## config.mk

```make
export PLATFORM = sky130hd
export DESIGN_NAME = stop_and_wait_datagram_receiver
export DESIGN_NICKNAME = d
export VERILOG_FILES = /design/src/hdl/sawdr_pkg.sv /design/src/hdl/sawdr_in_stage.sv /design/src/hdl/sawdr_core.sv /design/src/hdl/sawdr_out_stage.sv /design/src/hdl/stop_and_wait_datagram_receiver.sv
export SDC_FILE = /design/constraint.sdc
export NUM_CORES = 1
export LEC_CHECK = 0
export ABC_AREA = 1
export BUFFER_PORTS_ARGS = -buffer_cell sky130_fd_sc_hd__buf_2
export CORE_MARGIN = 4
export CORE_UTILIZATION = 61
export DETAILED_ROUTE_END_ITERATION = 10
export PLACE_DENSITY = 0.8
export SYNTH_ARGS = -nofsm -noshare
export SYNTH_HDL_FRONTEND = slang
export SYNTH_SLANG_ARGS = --single-unit
```

## constraint.sdc

```tcl
create_clock -name clk -period 12.8 [get_ports clk]
set_input_delay 1.92 -clock clk [delete_from_list [all_inputs] [get_ports clk]]
set_output_delay 1.92 -clock clk [all_outputs]
set_load 0.05 [all_outputs]
```

## src/hdl/sawdr_pkg.sv

```systemverilog
// Shared types and constants for the stop-and-wait datagram receiver.
package sawdr_pkg;

	localparam int unsigned MAX_PACKET = 1500;
	localparam int unsigned HDR_LEN    = 10;
	localparam int unsigned POS_W      = 11;
	localparam int unsigned POS_MAX    = 2047;
	localparam int unsigned OUT_BITS   = 73;
	localparam int unsigned OUT_BYTES  = (OUT_BITS + 7) / 8;
	localparam int unsigned OUT_W      = OUT_BYTES * 8;

	localparam logic [7:0] FLAG_SYN = 8'd1;
	localparam logic [7:0] FLAG_FIN = 8'd2;

	typedef enum logic [1:0] {
		PH_WAIT   = 2'd0,
		PH_CONN   = 2'd1,
		PH_CLOSED = 2'd2
	} phase_t;

	typedef enum logic [1:0] {
		RT_DATA = 2'd0,
		RT_SYN  = 2'd1,
		RT_FIN  = 2'd2
	} reply_type_t;

	typedef struct packed {
		logic [7:0] rx_byte;
		logic       last_byte;
	} beat_t;

	typedef struct packed {
		logic        payload_valid;
		logic [7:0]  payload_byte;
		logic        reply_valid;
		logic [15:0] reply_seq;
		logic [15:0] reply_ack;
		logic        reply_ack_flag;
		logic [1:0]  reply_type;
		logic [15:0] reply_checksum;
		logic        packet_good;
		logic        file_done;
		logic [7:0]  file_number;
		logic [1:0]  link_phase;
	} result_t;

endpackage

```

## src/hdl/sawdr_in_stage.sv

```systemverilog
// Input register for received datagram bytes.
module sawdr_in_stage (
	input  logic                 clk,
	input  logic                 arst_n,
	input  logic                 s_tvalid,
	output logic                 s_tready,
	input  logic [7:0]           s_tdata,  // rx_byte
	input  logic                 s_tlast,  // last_byte
	input  logic                 advance,
	output logic                 beat_valid,
	output sawdr_pkg::beat_t     beat
);

	logic             valid_s1;
	sawdr_pkg::beat_t beat_s1;

	assign s_tready   = !valid_s1 || advance;
	assign beat_valid = valid_s1;
	assign beat       = beat_s1;

	always_ff @(posedge clk or negedge arst_n) begin
		if (!arst_n) begin
			valid_s1 <= 1'b0;
		end else if (s_tready) begin
			valid_s1 <= s_tvalid;
		end
	end

	always_ff @(posedge clk) begin
		if (s_tvalid && s_tready) begin
			beat_s1.rx_byte   <= s_tdata;
			beat_s1.last_byte <= s_tlast;
		end
	end

endmodule

```

## src/hdl/sawdr_core.sv

```systemverilog
// Link state, header capture, checksum and verdict logic for one byte.
module sawdr_core (
	input  logic                 clk,
	input  logic                 arst_n,
	input  logic                 advance,
	input  sawdr_pkg::beat_t     beat,
	output logic                 res_emit,
	output sawdr_pkg::result_t   res
);

	sawdr_pkg::phase_t           phase_q, phase_n;
	logic [sawdr_pkg::POS_W-1:0] pos_q, pos_n;
	logic [15:0]                 sum_q, sum_n;
	logic [7:0]                  hold_q, hold_n;
	logic                        pend_q, pend_n;
	logic [15:0]                 seq_q, seq_n;
	logic [15:0]                 ack_q, ack_n;
	logic [7:0]                  flag_q, flag_n;
	logic [15:0]                 len_q, len_n;
	logic [15:0]                 exp_q, exp_n;
	logic [7:0]                  files_q, files_n;

	logic [16:0] limit;
	logic [16:0] pos_wide;
	logic [16:0] pay_end;
	logic        active;
	logic        data_mode;
	logic        take;
	logic        pay;
	logic [15:0] sum_a;
	logic        pend_a;
	logic [7:0]  hold_a;
	logic [15:0] sum_f;
	logic [15:0] checks;
	logic        good;
	logic        below_max;

	function automatic logic [15:0] ones_add(input logic [15:0] s, input logic [15:0] w);
		logic [16:0] t;
		t = {1'b0, s} + {1'b0, w};
		return t[16] ? (t[15:0] + 16'd1) : t[15:0];
	endfunction

	always_comb begin
		active = phase_q != sawdr_pkg::PH_CLOSED;
		seq_n  = seq_q;
		ack_n  = ack_q;
		flag_n = flag_q;
		len_n  = len_q;
		if (active) begin
			case (pos_q)
				11'd0:   seq_n[15:8] = beat.rx_byte;
				11'd1:   seq_n[7:0]  = beat.rx_byte;
				11'd2:   ack_n[15:8] = beat.rx_byte;
				11'd3:   ack_n[7:0]  = beat.rx_byte;
				11'd5:   flag_n      = beat.rx_byte;
				11'd6:   len_n[15:8] = beat.rx_byte;
				11'd7:   len_n[7:0]  = beat.rx_byte;
				default: ;
			endcase
		end

		data_mode = phase_q == sawdr_pkg::PH_CONN && flag_n != sawdr_pkg::FLAG_SYN &&
			flag_n != sawdr_pkg::FLAG_FIN && seq_n == exp_q;
		pos_wide  = {{(17 - sawdr_pkg::POS_W){1'b0}}, pos_q};
		pay_end   = 17'(sawdr_pkg::HDR_LEN) + {1'b0, len_n};
		limit     = (phase_q == sawdr_pkg::PH_WAIT || flag_n == sawdr_pkg::FLAG_FIN) ?
			17'(sawdr_pkg::HDR_LEN) : pay_end;
		below_max = pos_q < sawdr_pkg::POS_W'(sawdr_pkg::MAX_PACKET);
		take      = active && pos_wide < limit && below_max;
		pay       = active && data_mode && pos_q >= sawdr_pkg::POS_W'(sawdr_pkg::HDR_LEN) &&
			pos_wide < pay_end && below_max;

		// pair the held high byte with this one, or hold this one
		sum_a  = (take && pend_q) ? ones_add(sum_q, {hold_q, beat.rx_byte}) : sum_q;
		pend_a = take ? !pend_q : pend_q;
		hold_a = (take && !pend_q) ? beat.rx_byte : hold_q;

		// odd final byte: pad with a zero low byte
		sum_f  = pend_a ? ones_add(sum_a, {hold_a, 8'h00}) : sum_a;
		checks = ~sum_f;
		good   = checks == 16'd0;
	end

	always_comb begin
		phase_n = phase_q;
		exp_n   = exp_q;
		files_n = files_q;
		pos_n   = (pos_q == sawdr_pkg::POS_W'(sawdr_pkg::POS_MAX)) ? pos_q :
			pos_q + sawdr_pkg::POS_W'(1);
		sum_n   = sum_a;
		pend_n  = pend_a;
		hold_n  = hold_a;

		res                = '0;
		res.payload_valid  = pay;
		res.payload_byte   = pay ? beat.rx_byte : 8'd0;
		res_emit           = pay || beat.last_byte;

		if (beat.last_byte) begin
			case (phase_q)
				sawdr_pkg::PH_WAIT: begin
					if (flag_n == sawdr_pkg::FLAG_SYN && good) begin
						res.reply_valid    = 1'b1;
						res.reply_seq      = seq_n;
						res.reply_ack      = seq_n + 16'd1;
						res.reply_ack_flag = 1'b1;
						res.reply_type     = sawdr_pkg::RT_SYN;
						res.reply_checksum = checks;
						phase_n            = sawdr_pkg::PH_CONN;
						exp_n              = 16'd0;
					end else begin
						phase_n = sawdr_pkg::PH_CLOSED;
					end
				end
				sawdr_pkg::PH_CONN: begin
					if (flag_n == sawdr_pkg::FLAG_FIN) begin
						if (good) begin
							res.reply_valid    = 1'b1;
							res.reply_seq      = seq_n;
							res.reply_ack      = seq_n + 16'd1;
							res.reply_ack_flag = 1'b1;
							res.reply_type     = sawdr_pkg::RT_FIN;
							res.reply_checksum = checks;
						end
						phase_n = sawdr_pkg::PH_CLOSED;
					end else if (data_mode) begin
						res.reply_valid    = 1'b1;
						res.reply_seq      = seq_n;
						res.reply_ack      = ack_n;
						res.reply_ack_flag = good;
						res.reply_type     = sawdr_pkg::RT_DATA;
						res.reply_checksum = checks;
						if (good) begin
							res.packet_good = 1'b1;
							exp_n           = seq_n + 16'd1;
							if (ack_n == 16'd0) begin
								res.file_done = 1'b1;
								files_n       = files_q + 8'd1;
								exp_n         = 16'd0;
							end
						end
					end
				end
				default: ;
			endcase
			// drop the per-datagram state
			pos_n  = '0;
			sum_n  = '0;
			pend_n = 1'b0;
			hold_n = '0;
		end

		res.file_number = files_n;
		res.link_phase  = phase_n;
	end

	always_ff @(posedge clk or negedge arst_n) begin
		if (!arst_n) begin
			phase_q <= sawdr_pkg::PH_WAIT;
			pos_q   <= '0;
			sum_q   <= '0;
			hold_q  <= '0;
			pend_q  <= 1'b0;
			seq_q   <= '0;
			ack_q   <= '0;
			flag_q  <= '0;
			len_q   <= '0;
			exp_q   <= '0;
			files_q <= '0;
		end else if (advance) begin
			phase_q <= phase_n;
			pos_q   <= pos_n;
			sum_q   <= sum_n;
			hold_q  <= hold_n;
			pend_q  <= pend_n;
			seq_q   <= beat.last_byte ? 16'd0 : seq_n;
			ack_q   <= beat.last_byte ? 16'd0 : ack_n;
			flag_q  <= beat.last_byte ? 8'd0 : flag_n;
			len_q   <= beat.last_byte ? 16'd0 : len_n;
			exp_q   <= exp_n;
			files_q <= files_n;
		end
	end

endmodule

```

## src/hdl/sawdr_out_stage.sv

```systemverilog
// Result register and beat packing for the master side.
module sawdr_out_stage (
	input  logic                             clk,
	input  logic                             arst_n,
	input  logic                             load,
	input  sawdr_pkg::result_t               res,
	output logic                             slot_free,
	output logic                             m_tvalid,
	input  logic                             m_tready,
	output logic [sawdr_pkg::OUT_W-1:0]      m_tdata
);

	logic               valid_q;
	sawdr_pkg::result_t res_q;

	assign slot_free = !valid_q || m_tready;
	assign m_tvalid  = valid_q;

	assign m_tdata = {
		{(sawdr_pkg::OUT_W - sawdr_pkg::OUT_BITS){1'b0}},
		res_q.link_phase,
		res_q.file_number,
		res_q.file_done,
		res_q.packet_good,
		res_q.reply_checksum,
		res_q.reply_type,
		res_q.reply_ack_flag,
		res_q.reply_ack,
		res_q.reply_seq,
		res_q.reply_valid,
		res_q.payload_byte,
		res_q.payload_valid
	};

	always_ff @(posedge clk or negedge arst_n) begin
		if (!arst_n) begin
			valid_q <= 1'b0;
		end else if (slot_free) begin
			valid_q <= load;
		end
	end

	always_ff @(posedge clk) begin
		if (load && slot_free) begin
			res_q <= res;
		end
	end

endmodule

```

## src/hdl/stop_and_wait_datagram_receiver.sv

```systemverilog
// Stop-and-wait datagram receiver: top level.
// A result beat reaches m_* through the input register, then the result register,
// once its byte is accepted.
// Throughput: one byte per cycle; the result register stalls the input only
// while a result is held and m_tready is low.
// Reset (arst_n low) clears the link to awaiting SYN, counters and sums to zero.
module stop_and_wait_datagram_receiver (
	input  logic                             clk,
	input  logic                             arst_n,
	input  logic                             s_tvalid,
	output logic                             s_tready,
	input  logic [7:0]                       s_tdata,  // [7:0] rx_byte
	input  logic                             s_tlast,  // last_byte
	output logic                             m_tvalid,
	input  logic                             m_tready,
	// [0] payload_valid, [8:1] payload_byte, [9] reply_valid, [25:10] reply_seq,
	// [41:26] reply_ack, [42] reply_ack_flag, [44:43] reply_type,
	// [60:45] reply_checksum, [61] packet_good, [62] file_done,
	// [70:63] file_number, [72:71] link_phase, [79:73] zero
	output logic [sawdr_pkg::OUT_W-1:0]      m_tdata
);

	logic               beat_valid;
	sawdr_pkg::beat_t   beat;
	logic               slot_free;
	logic               advance;
	logic               res_emit;
	sawdr_pkg::result_t res;

	// advance a byte only when its result, if any, has somewhere to go
	assign advance = beat_valid && slot_free;

	sawdr_in_stage u_in (
		.clk        (clk),
		.arst_n     (arst_n),
		.s_tvalid   (s_tvalid),
		.s_tready   (s_tready),
		.s_tdata    (s_tdata),
		.s_tlast    (s_tlast),
		.advance    (advance),
		.beat_valid (beat_valid),
		.beat       (beat)
	);

	sawdr_core u_core (
		.clk      (clk),
		.arst_n   (arst_n),
		.advance  (advance),
		.beat     (beat),
		.res_emit (res_emit),
		.res      (res)
	);

	sawdr_out_stage u_out (
		.clk       (clk),
		.arst_n    (arst_n),
		.load      (advance && res_emit),
		.res       (res),
		.slot_free (slot_free),
		.m_tvalid  (m_tvalid),
		.m_tready  (m_tready),
		.m_tdata   (m_tdata)
	);

endmodule
```

==> results.md <==
- Clk pin slew, worst setup/hold paths: 0.06 ns
- Gpl congestion: 0.937
- Final period util: 0.721
- DIE AREA: 24900 um^2
- Fin util: 0.687
- Nets: 1969
- Seq/Total Area, Yosys: 0.399
- Placed cells: 2152
- Worst Reg-to-Reg Cells: 50
- DP Wirelength: 25.6 mm
- Critical setup path kind: flop to flop
- DRT iter0 DRCs: 1078
- Tmin final: 9.23 ns
- Flops & latches, synth: 202
- Vias in the first global route: 11323
- Register area: 5470 um^2
- Hold path depth: 2
- Max-slew violations: 0
- Clk pwr share: 0.303
- Clk sinks: 202
- Final Power: 2.29 mW
- Filler cell count: 1818
- Maximum vdd drop: 0.000117 V
- Hold Vio Cnt, Final: 0
- Post-route ant nets: 0
- Cells after Synth: 1824
- Hold endpoint: u_core.exp_q[13]
- DRT Wirelength: 35.3 mm
- Worst slew pin tran: 1.06 ns
- P_int: 1.38 mW
- Setup ws final: 3.57 ns
- Sequential share of power: 0.333
- Sw frac: 0.398
- Clock tree from TritonCTS: done
- 1st-pass router iterations: 6
- Io pins: 95
- Initial Util: 0.624
- CP max-delay cell: ha_1
- Net Switching: 0.912 mW
- CP dominant cell by count: nand2_1
- Synth Cell Area: 13700 um^2
- CTS root buffer: clkbuf_16
- Overall Global Routing Usage: 0.284
- Leak: 7.80 nW
- Status: completed
- Rel. slew slack: 0.292
- First-pass GRT wire length: 57.4 mm
- Combinational share of power: 0.364
- Port Buffers: 87
- Setup_tns: 0 ns
- DR vias: 12318
- Min-delay worst type: flop to flop
- Max stage delay on crit path: 0.94 ns
- Initial antenna violation count: 0
- CTS max path bufs: 3
- Worst R2R Setup Slack: 3.57 ns
- Syn-to-layout area delta: 10.1%
- Layout cells sized above 1: 0.145
- Hold_buf cts: 0
- Reg2reg end: u_out.m_tdata[46]
- Setup-failing EPs final: 0
- PostCTS Resize Cnt: 0
- DIE WIDTH: 158 um
- Pwr dens: 152 nW/um^2
- Total global routing overflow: 0
- FF-to-FF Start: u_core.pos_q[1]
- Via/cell ratio: 5.61
- Synth cell types: 56
- Core area: 22000 um^2
- TritonCTS Buffers: 24
- Max Fclk: 108 MHz
- Crit start category: flop
- Clk_lat worst skew: 0.52 ns
- Pre-CTS setup slack: 3.74 ns
- Crit path capture type: flop
- Highest net fanout along the worst path: 33
- Arr. time, crit path: 9.62 ns
- Clock skew: 0.0114 ns
- Design Area, Final: 15100 um^2
- Post-CTS Repair Setup Buffers: 0
- Multi-input combinational cell area: 6750 um^2
- RSZ-0062 raised after global routing: no
- Fin Hold WS: 0.482 ns
- Max-Cap Viols: 0
- Mapped Avg Cell Area: 7.51 um^2
- Ys Warns: 0
- # diodes: 0
- DRC viols: 0
- Rows: 54
- H-tree levels: 1
- Cell area after placement: 14300 um^2
- Largest net degree at the start of global routing: 88
- Hold_sp: u_core.exp_q[13]
- Drt wl/cell: 16.1 um
- Die Y: 158 um
- Non-Filler Instances: 2196
- WP data required: 13.19 ns
cell families after synthesis:
family | count (synthesis) | synth area share
AO/OA/AOI/OAI | 261 | 0.113
XOR/XNOR | 31 | 0.0198
adder cells (fa/ha/maj) | 58 | 0.0541
AND/OR/NAND/NOR | 906 | 0.304
flip-flops | 202 | 0.399
other | 1 | 0.000274
buffers and inverters | 365 | 0.110
power groups by stage:
stage | clock network, mW | logic, mW | registers (mW)
finish | 0.694 | 0.834 | 0.763
global route | 0.731 | 0.925 | 0.768
CTS | 0.706 | 0.818 | 0.762
detailed placement | 0 | 0.812 | 0.773
global placement | 0 | 0.799 | 0.771
floorplan | 0 | 0.579 | 0.814
cell type report:
type,instances,area share
clock inverters,11,0.00813
inverters,308,0.0772
multi-input cells,1263,0.448
clock buffers,33,0.0461
flip-flops and latches,202,0.362
well taps,280,0.0232
repair buffers,99,0.0350
sequential cells by signal (all words and copies together), names as in the netlist:
name and cells:
u_core.ack_q 16, u_core.exp_q 16, u_core.files_q 8, u_core.flag_q 8
u_core.hold_q 8, u_core.len_q 16, u_core.pend_q 1, u_core.phase_q 2
u_core.pos_q 11, u_core.seq_q 16, u_core.sum_q 16, u_in.beat 9
u_in.beat_valid 1, u_out.m_tdata 73, u_out.m_tvalid 1
per-layer routing:
layer,share of wire,GRT usage,vias to the layer above
li1,-,-,6052
met1,0.46,0.424,5684
met2,0.43,0.440,515
met3,0.084,0.0375,67
met4,0.026,0.0688,0
met5,0,0,-
how the worst max path moves through the flow:
stage / startpoint / endpoint / slack (ns) / cells after the start
6_report: u_core.pos_q[1] / u_out.m_tdata[46] / 3.57 / 50
5_1_grt: u_core.pos_q[1] / u_out.m_tdata[19] / 2.32 / 51
4_1_cts: u_core.pos_q[1] / u_out.m_tdata[46] / 3.68 / 48
3_5_place_dp: u_core.pos_q[1] / u_out.m_tdata[48] / 3.74 / 46
3_3_place_gp: u_core.pos_q[1] / u_out.m_tdata[47] / 4.17 / 47
2_1_floorplan: u_core.pos_q[1] / u_out.m_tdata[72] / 5.69 / 50
cells in the mapped netlist, drive strengths merged:
master       instances  area share
o21ai              112       0.042
nand4               29       0.014
nor3b                4      0.0022
fa                   2      0.0029
and2                 4      0.0019
clkinv               4      0.0015
a21oi               62       0.028
ha                  56       0.051
xor2                25       0.016
o22ai               67       0.031
a221oi               1     0.00064
nor3                26       0.010
o211ai               2      0.0011
conb                 1     0.00027
and3                 2     0.00091
a211oi               1     0.00055
nand2              539        0.16
buf                 21       0.013
nor4                11      0.0050
clkbuf              34       0.011
edfxtp              82        0.18
or2                 18      0.0082
a21o                 3      0.0016
nand3              135       0.054
dlygate4sd1          2      0.0013
dfrtp              120        0.22
nand3b               6      0.0033
xnor2                6      0.0038
a31oi                1     0.00046
o221ai               1     0.00064
o311ai               1      0.0019
o21a                 5      0.0027
inv                304       0.083
nor2               132       0.043
o21bai               5      0.0027
critical path: cells and delay by family (launching register included):
kind	cells	cell delay, ns
compound gates	12	1.90
fa+ha+maj	4	1.63
buf+inv	9	1.22
flops	1	0.45
simple gates	25	3.90
placed cells by master, fill, tap and decap left out, types with 5 or more instances in the layout:
| cell | synthesis | layout |
|---|---|---|
| nor2_1 | 117 | 117 |
| clkbuf_16 | 0 | 25 |
| o21a_1 | 5 | 5 |
| nand2_2 | 25 | 25 |
| ha_1 | 56 | 56 |
| or2_2 | 18 | 18 |
| o21bai_1 | 5 | 5 |
| conb_1 | 1 | 7 |
| nor2_2 | 5 | 5 |
| nand3b_1 | 6 | 6 |
| nand2_1 | 499 | 498 |
| dfrtp_1 | 120 | 120 |
| nand2_4 | 15 | 16 |
| edfxtp_1 | 82 | 82 |
| nor3_1 | 25 | 25 |
| a21oi_1 | 54 | 54 |
| o22ai_1 | 67 | 67 |
| nand4_1 | 28 | 28 |
| buf_2 | 4 | 86 |
| o21ai_2 | 5 | 5 |
| o21ai_1 | 8 | 8 |
| o21ai_0 | 99 | 99 |
| xnor2_1 | 6 | 6 |
| inv_2 | 32 | 32 |
| nor4_1 | 11 | 11 |
| buf_4 | 8 | 13 |
| nor2_4 | 9 | 9 |
| a21oi_4 | 5 | 5 |
| inv_1 | 271 | 271 |
| xor2_1 | 25 | 25 |
| nand3_1 | 121 | 121 |
| nand3_2 | 14 | 14 |
No activity file was read; power rests on OpenSTA's default activity.
